$ cat config.mk
export PLATFORM = sky130hd
export DESIGN_NAME = idwt_cell
export DESIGN_NICKNAME = d
export VERILOG_FILES = /design/src/hdl/assert_macros.svh /design/src/hdl/idwt_pkg.sv /design/src/hdl/idwt_cell.sv
export SDC_FILE = /design/constraint.sdc
export NUM_CORES = 2
export LEC_CHECK = 0
export BUFFER_PORTS_ARGS = -buffer_cell sky130_fd_sc_hd__buf_2
export CAP_MARGIN = 10
export CORE_AREA = 2 2 332 334
export CTS_BUF_LIST = sky130_fd_sc_hd__clkbuf_8 sky130_fd_sc_hd__clkbuf_16
export CTS_CLUSTER_SIZE = 10
export DETAILED_ROUTE_END_ITERATION = 8
export DIE_AREA = 0 0 334 336
export PLACE_DENSITY_LB_ADDON = 0.08
export SKIP_CTS_REPAIR_TIMING = 1
export SYNTH_ARGS = -nofsm -noshare
export SYNTH_HDL_FRONTEND = slang
export SYNTH_SLANG_ARGS = --single-unit
export TNS_END_PERCENT = 20
$ cat constraint.sdc
create_clock -name clock -period 8.75 [get_ports clock]
set_clock_uncertainty 0.05 [all_clocks]
set_input_delay 1.75 -clock clock [delete_from_list [all_inputs] [get_ports clock]]
set_output_delay 1.75 -clock clock [all_outputs]
set_load 0.02 [all_outputs]
$ cat src/hdl/assert_macros.svh
// Assertion macros for the RTL files; only the top-level stage includes them.
`ifndef ASSERT_MACROS_SVH
`define ASSERT_MACROS_SVH

// Condition holds at every clock edge outside reset.
`define IDWT_ASSERT(lbl, clk, rst, cond, msg) \
   lbl: assert property (@(posedge clk) disable iff (rst) (cond)) else $error(msg);

// Antecedent at one edge implies consequent at the next edge.
`define IDWT_ASSERT_NEXT(lbl, clk, rst, ante, cons, msg) \
   lbl: assert property (@(posedge clk) disable iff (rst) (ante) |=> (cons)) else $error(msg);

`endif

$ cat src/hdl/idwt_pkg.sv
// Types, widths and register codes of the inverse wavelet synthesis stage.
`default_nettype none
package idwt_pkg;

   localparam int DEFAULT_TAPS = 4;
   localparam int MAX_TAPS     = 4;
   localparam int PHASES       = 2;
   localparam int MAX_CELLS    = (MAX_TAPS + 1) / 2;

   localparam int COEF_W    = 18;
   localparam int TAP_W     = 16;
   localparam int SAMPLE_W  = 20;
   localparam int FRAC_BITS = 14;
   localparam int PROD_W    = COEF_W + TAP_W;
   localparam int PAIR_W    = PROD_W + 1;
   localparam int ACC_W     = PAIR_W + $clog2(MAX_CELLS) + 1;

   localparam int SAMPLE_MAX = 524287;
   localparam int SAMPLE_MIN = -524288;

   localparam int CSR_IDX_W = 3;
   localparam int TAP_IDX_W = $clog2(MAX_TAPS);

   typedef enum logic [CSR_IDX_W-1:0] {
      REG_LOW_TAP_0  = 3'd0,
      REG_LOW_TAP_1  = 3'd1,
      REG_LOW_TAP_2  = 3'd2,
      REG_LOW_TAP_3  = 3'd3,
      REG_HIGH_TAP_0 = 3'd4,
      REG_HIGH_TAP_1 = 3'd5,
      REG_HIGH_TAP_2 = 3'd6,
      REG_HIGH_TAP_3 = 3'd7
   } csr_reg_type;

   typedef logic signed [TAP_W-1:0] tap_array_type [MAX_TAPS];

   typedef struct packed {
      logic signed [COEF_W-1:0] approx;
      logic signed [COEF_W-1:0] detail;
   } coef_pair_type;

   typedef struct packed {
      logic load;
      logic clear;
      logic phase;
   } cell_ctrl_type;

endpackage
`default_nettype wire

$ cat src/hdl/idwt_cell.sv
// One polyphase cell: pair history (in every cell but cell 0), per-phase products and partial-sum stage.
`default_nettype none
module idwt_cell
   import idwt_pkg::*;
#(
   parameter int TAPS     = DEFAULT_TAPS,
   parameter int CELL_IDX = 0
) (
   input  wire logic                     clock,
   input  wire logic                     reset,
   input  wire cell_ctrl_type            ctrl,
   input  wire coef_pair_type            coef_in,
   input  wire tap_array_type            lo_taps,
   input  wire tap_array_type            hi_taps,
   input  wire logic signed [ACC_W-1:0]  psum_in,
   output coef_pair_type                 coef_out,
   output logic signed [ACC_W-1:0]       psum_out
);

   coef_pair_type           coef;
   logic signed [PAIR_W-1:0] prod_ff [PHASES];
   logic signed [PAIR_W-1:0] prod_in [PHASES];

   generate
      if (CELL_IDX == 0) begin : g_head
         assign coef = coef_in;
      end else begin : g_hist
         coef_pair_type hist_ff;
         coef_pair_type hist_in;

         always_comb begin
            hist_in = hist_ff;
            if (ctrl.load) begin
               hist_in = ctrl.clear ? '0 : coef_in;
            end
         end

         always_ff @(posedge clock) begin
            if (reset) begin
               hist_ff <= '0;
            end else begin
               hist_ff <= hist_in;
            end
         end

         assign coef = hist_ff;
      end
   endgenerate

   assign coef_out = coef;

   generate
      for (genvar p = 0; p < PHASES; p++) begin : g_phase
         localparam int IDX = 2 * CELL_IDX + p;
         logic signed [TAP_W-1:0]  lo_t;
         logic signed [TAP_W-1:0]  hi_t;
         logic signed [PROD_W-1:0] prod_a;
         logic signed [PROD_W-1:0] prod_d;

         if (IDX < TAPS) begin : g_tap
            assign lo_t = lo_taps[IDX];
            assign hi_t = hi_taps[IDX];
         end else begin : g_zero
            assign lo_t = '0;
            assign hi_t = '0;
         end

         assign prod_a     = coef.approx * lo_t;
         assign prod_d     = coef.detail * hi_t;
         assign prod_in[p] = ctrl.load ? (PAIR_W'(prod_a) + PAIR_W'(prod_d)) : prod_ff[p];
      end
   endgenerate

   always_ff @(posedge clock) begin
      prod_ff <= prod_in;
   end

   assign psum_out = psum_in + ACC_W'(prod_ff[ctrl.phase]);

endmodule
`default_nettype wire
# After elaboration in Yosys (flattened, before gate mapping)
# Index checks and enable logic that the tools add are counted.
dict set report totals {
  word_cells 14
  input_bits 206
  regBits 70
  mem_count 0
  romBits 0
  out_inout_bits 73
  latchBits 0
  ramBits 0
}
dict set report classes {
  n_eq_ne 0
  shifts 0
  n_mux 3
  n_bitwise 1
  multipliers 4
  magnitude_cmp 1
  addsub 3
  div 0
  n_reduce_logical 0
}
# cell n
set op_table {}
lappend op_table {{multiplier 18 x 16 -> 34 bit} 4}
lappend op_table {{2-to-1 mux 35 bit} 3}
lappend op_table {{adder 34 x 34 -> 35 bit} 2}
lappend op_table {{adder 37 x 35 -> 37 bit} 1}
lappend op_table {{greater-or-equal comparator 2 bit (second input constant)} 1}
lappend op_table {{NOT 1 -> 2 bit} 1}

# Depth between registers and ports, before layout
dict set report logic_depth {
  depth_word 5
  ltp_mapped 28
  ltp_nobuf 27
}

# Worst setup path after synthesis
# No wires, ideal clock.
dict set report synth_path {
  kind {input-to-reg}
  from {in lo_taps[34] in the netlist's numbering}
  to {reg prod_ff[34] in the netlist's numbering, data pin}
  stages 26
  setup_slack_ns -0.095
  setup_ns 0.264
  n_path_buf 2
  arrival_time_ns 8.532
  t_required_ns 8.436
  path_cell_list {clkbuf_1 clkbuf_1 nand2_1 fa_1 inv_1 fa_1 inv_1 fa_1 fa_1 inv_1 fa_1 fa_1 fa_1 inv_1 fa_1 inv_1 ha_1 a21o_1 a21oi_1 nor2_1 a2111oi_4 o2111ai_4 a2111oi_4 a211o_2 o311ai_1 xnor2_1}
}
dict set report synth_via {
  elab_chain_len 2
}
# element line_no
set synth_rtl {}
lappend synth_rtl {{from (decl)} idwt_cell.sv:13} ;# input wire tap_array_type lo_taps,
lappend synth_rtl {{multiplier 18 x 16 -> 34 bit} idwt_cell.sv:68} ;# assign prod_a = coef.approx * lo_t;
lappend synth_rtl {{adder 34 x 34 -> 35 bit} idwt_cell.sv:70} ;# assign prod_in[p] = ctrl.load ? (PAIR_W'(prod_a) + PAIR_W'(prod_d)) : prod_ff[p];
lappend synth_rtl {{to (signal assigned)} idwt_cell.sv:75} ;# prod_ff <= prod_in;
lappend synth_rtl {{to (decl)} idwt_cell.sv:21} ;# logic signed [PAIR_W-1:0] prod_ff [PHASES];
# Every way passes these cells.
# A chain may end at the register's enable or synchronous reset.

# Worst setup path after layout
dict set report layout_path {
  from {in coef_in[30] in the netlist's numbering}
  to {reg prod_ff[33] in the netlist's numbering, data pin}
}
dict set report layout_via {
  elab_chain_len 2
}
# element line_no
set layout_rtl {}
lappend layout_rtl {{from (decl)} idwt_cell.sv:12} ;# input wire coef_pair_type coef_in,
lappend layout_rtl {{multiplier 18 x 16 -> 34 bit} idwt_cell.sv:68}
lappend layout_rtl {{adder 34 x 34 -> 35 bit} idwt_cell.sv:70}
# Every way passes these cells.

==> metrics.txt <==
Max Cap Viol=0; RSZ-0062 raised after global routing=true; worst endpoint required time=8.91 ns; Post-synth EDFFs=70; WP data arrival=8.73 ns; Synth warnings=0; top cells by area, synth=fa_1 53%, inv_1 11%, ha_1 8.9%, and2_1 7.4%, edfxtp_1 4.3%; multi-input logic area=0.0407 mm²; aggregate global-route resource usage=26.1%; fin. max-slew vios=0; Avg Vias per Cell=4.85; clk sinks=70; critical path's slowest cell=fa_1; Startpoint Class=input port; Hold Crit Class=input port to register; final hold viol count=0; vias in the first global route=38.2k; DRC=0; status=complete, no violations; Fillers=10.2k; IO Count=279; most frequent cell after synthesis=inv_1; worst setup margin=0.183 ns; core occupancy in the finished layout=51.9%; Initial DRC Count=1562; layout cells sized above 1=16.9%; Design Area, Final=0.0563 mm²; htree depth=3; DIE HEIGHT=336 µm; Worst Path Max Fanout=9; area grow syn2layout=15.8%; top flop regs=prod_ff: 70 flops; row cnt=121; largest net degree at the start of global routing=66; Tightest Pin Transition=0.924 ns; synth cell count leaders=1378 x inv_1, 1289 x fa_1, 574 x and2_1; sequential fraction of the synthesis area=4.32%; placer congestion estimate=0.866; placed cell area=0.0552 mm²; post-synth net total=6928; Slew headroom=38.2%; first drt pass iteration count=5; max FFs per register=70; CTS tree=yes; ys async rst share=0%; top_reg_cell synth=edfxtp_1; Post-DRT Antenna Nets=0; Crit Path Category=input port to register; Worst setup EP type=register; final setup fails=0; Syn Std Cell Area=0.0486 mm²; dpl ws=-0.648 ns; Synth Register Bits=70; DR vias=34.3k; Remaining Overflow, GRT=0; fin nets=7495; Crit path largest cell delay=0.59 ns; first-pass GRT wire length=222000 µm; area leader, netlist=fa_1; clock root buffer=clkbuf_16; Port Buffers=212; Longest Clk Path Bufs=2; post-detail-place hpwl=127000 µm; total CTS buffers=9; Gate Count Post-Synth=5087; core area=0.108 mm²; die width=334 µm; routed wire length=139000 µm; most used cell, CP=fa_1; WL per Instance=19.7 µm; Initial Util=44.8%; Yosys top cell area share=53.1%; FF+latch area=0.00210 mm²; Max Clk Rate=117 MHz; Tcrit/Tclk final=97.9%; Biggest register=prod_ff; Netlist cell types=71; initial antenna violation count=16; full die area=0.112 mm²; CTS clock-pin slew for the worst setup and hold paths=0.06 ns; Final Critical Period=8.57 ns; Hold Path Cell Cnt=1; synthesized area per cell=9.55 µm²
metrics by stage:
stage                     instances   TNS, ns  hold slack, ns
after floorplan                5087  -0.00130            1.81
after global placement         7044    -12.07            1.97
after detailed placement       7044    -12.83            1.97
after CTS                      7060     -2.31            1.58
after global routing           7077    -0.107            1.59
final                          7084         0            1.59
critical path, delay by kind of cell:
kind | cells | cell delay, ns
adder cells (fa/ha/maj) | 9 | 4.44
buffers and inverters | 7 | 0.74
AO/OA/AOI/OAI | 6 | 1.05
AND/OR/NAND/NOR | 4 | 0.73
layout by cell type, fill, tap and decap left out, types with 39 or more instances in the layout:
master,netlist,layout
a21o_1,41,41
a21oi_1,71,65
and2_1,574,568
buf_12,0,43
buf_2,1,178
buf_4,36,532
edfxtp_1,70,70
fa_1,1289,1255
ha_1,346,332
inv_1,1378,1367
nand2_1,551,549
nor2_1,80,79
nor2b_1,40,39
o21ai_0,45,43
xnor2_1,102,101
cell type report:
class / count / share of cell area [%]
antenna: 11 / 0.0489
sequential: 70 / 3.74
clock inverter: 7 / 0.133
multi-input combinational: 3400 / 72.3
clock buffer: 9 / 0.400
tap: 1414 / 3.14
inverter: 1378 / 9.19
timing repair buffer: 795 / 11.1
cells by family (layout without fill, tap and decap cells):
| logic type | Yosys count | in the layout | synth area share [%] |
|---|---|---|---|
| buffers and inverters | 1617 | 2189 | 12.8 |
| xor gates and xnor gates | 125 | 125 | 2.25 |
| adders and majority gates | 1635 | 1635 | 62.0 |
| and+or+nand+nor | 1333 | 1333 | 13.9 |
| other | 0 | 11 | 0 |
| muxes | 35 | 35 | 0.808 |
| AOI/OAI and AO/OA | 272 | 272 | 3.97 |
| DFF | 70 | 70 | 4.32 |
worst paths after layout:
check | start | endpoint | slack (ns)
max | coef_in[30] | prod_ff[33] | 0.18
min | ctrl[2] | prod_ff[3] | 1.59
layer usage:
| metal | track usage, % | routed length (µm) |
|---|---|---|
| met5 | 0 | 41 |
| met4 | 4.72 | 2710 |
| met1 | 36.6 | 62600 |
| met2 | 44.8 | 68400 |
| met3 | 2.10 | 5540 |
Power is not shown: default switching activity piles up to over one toggle a cycle in this logic, so the estimate is an artifact.
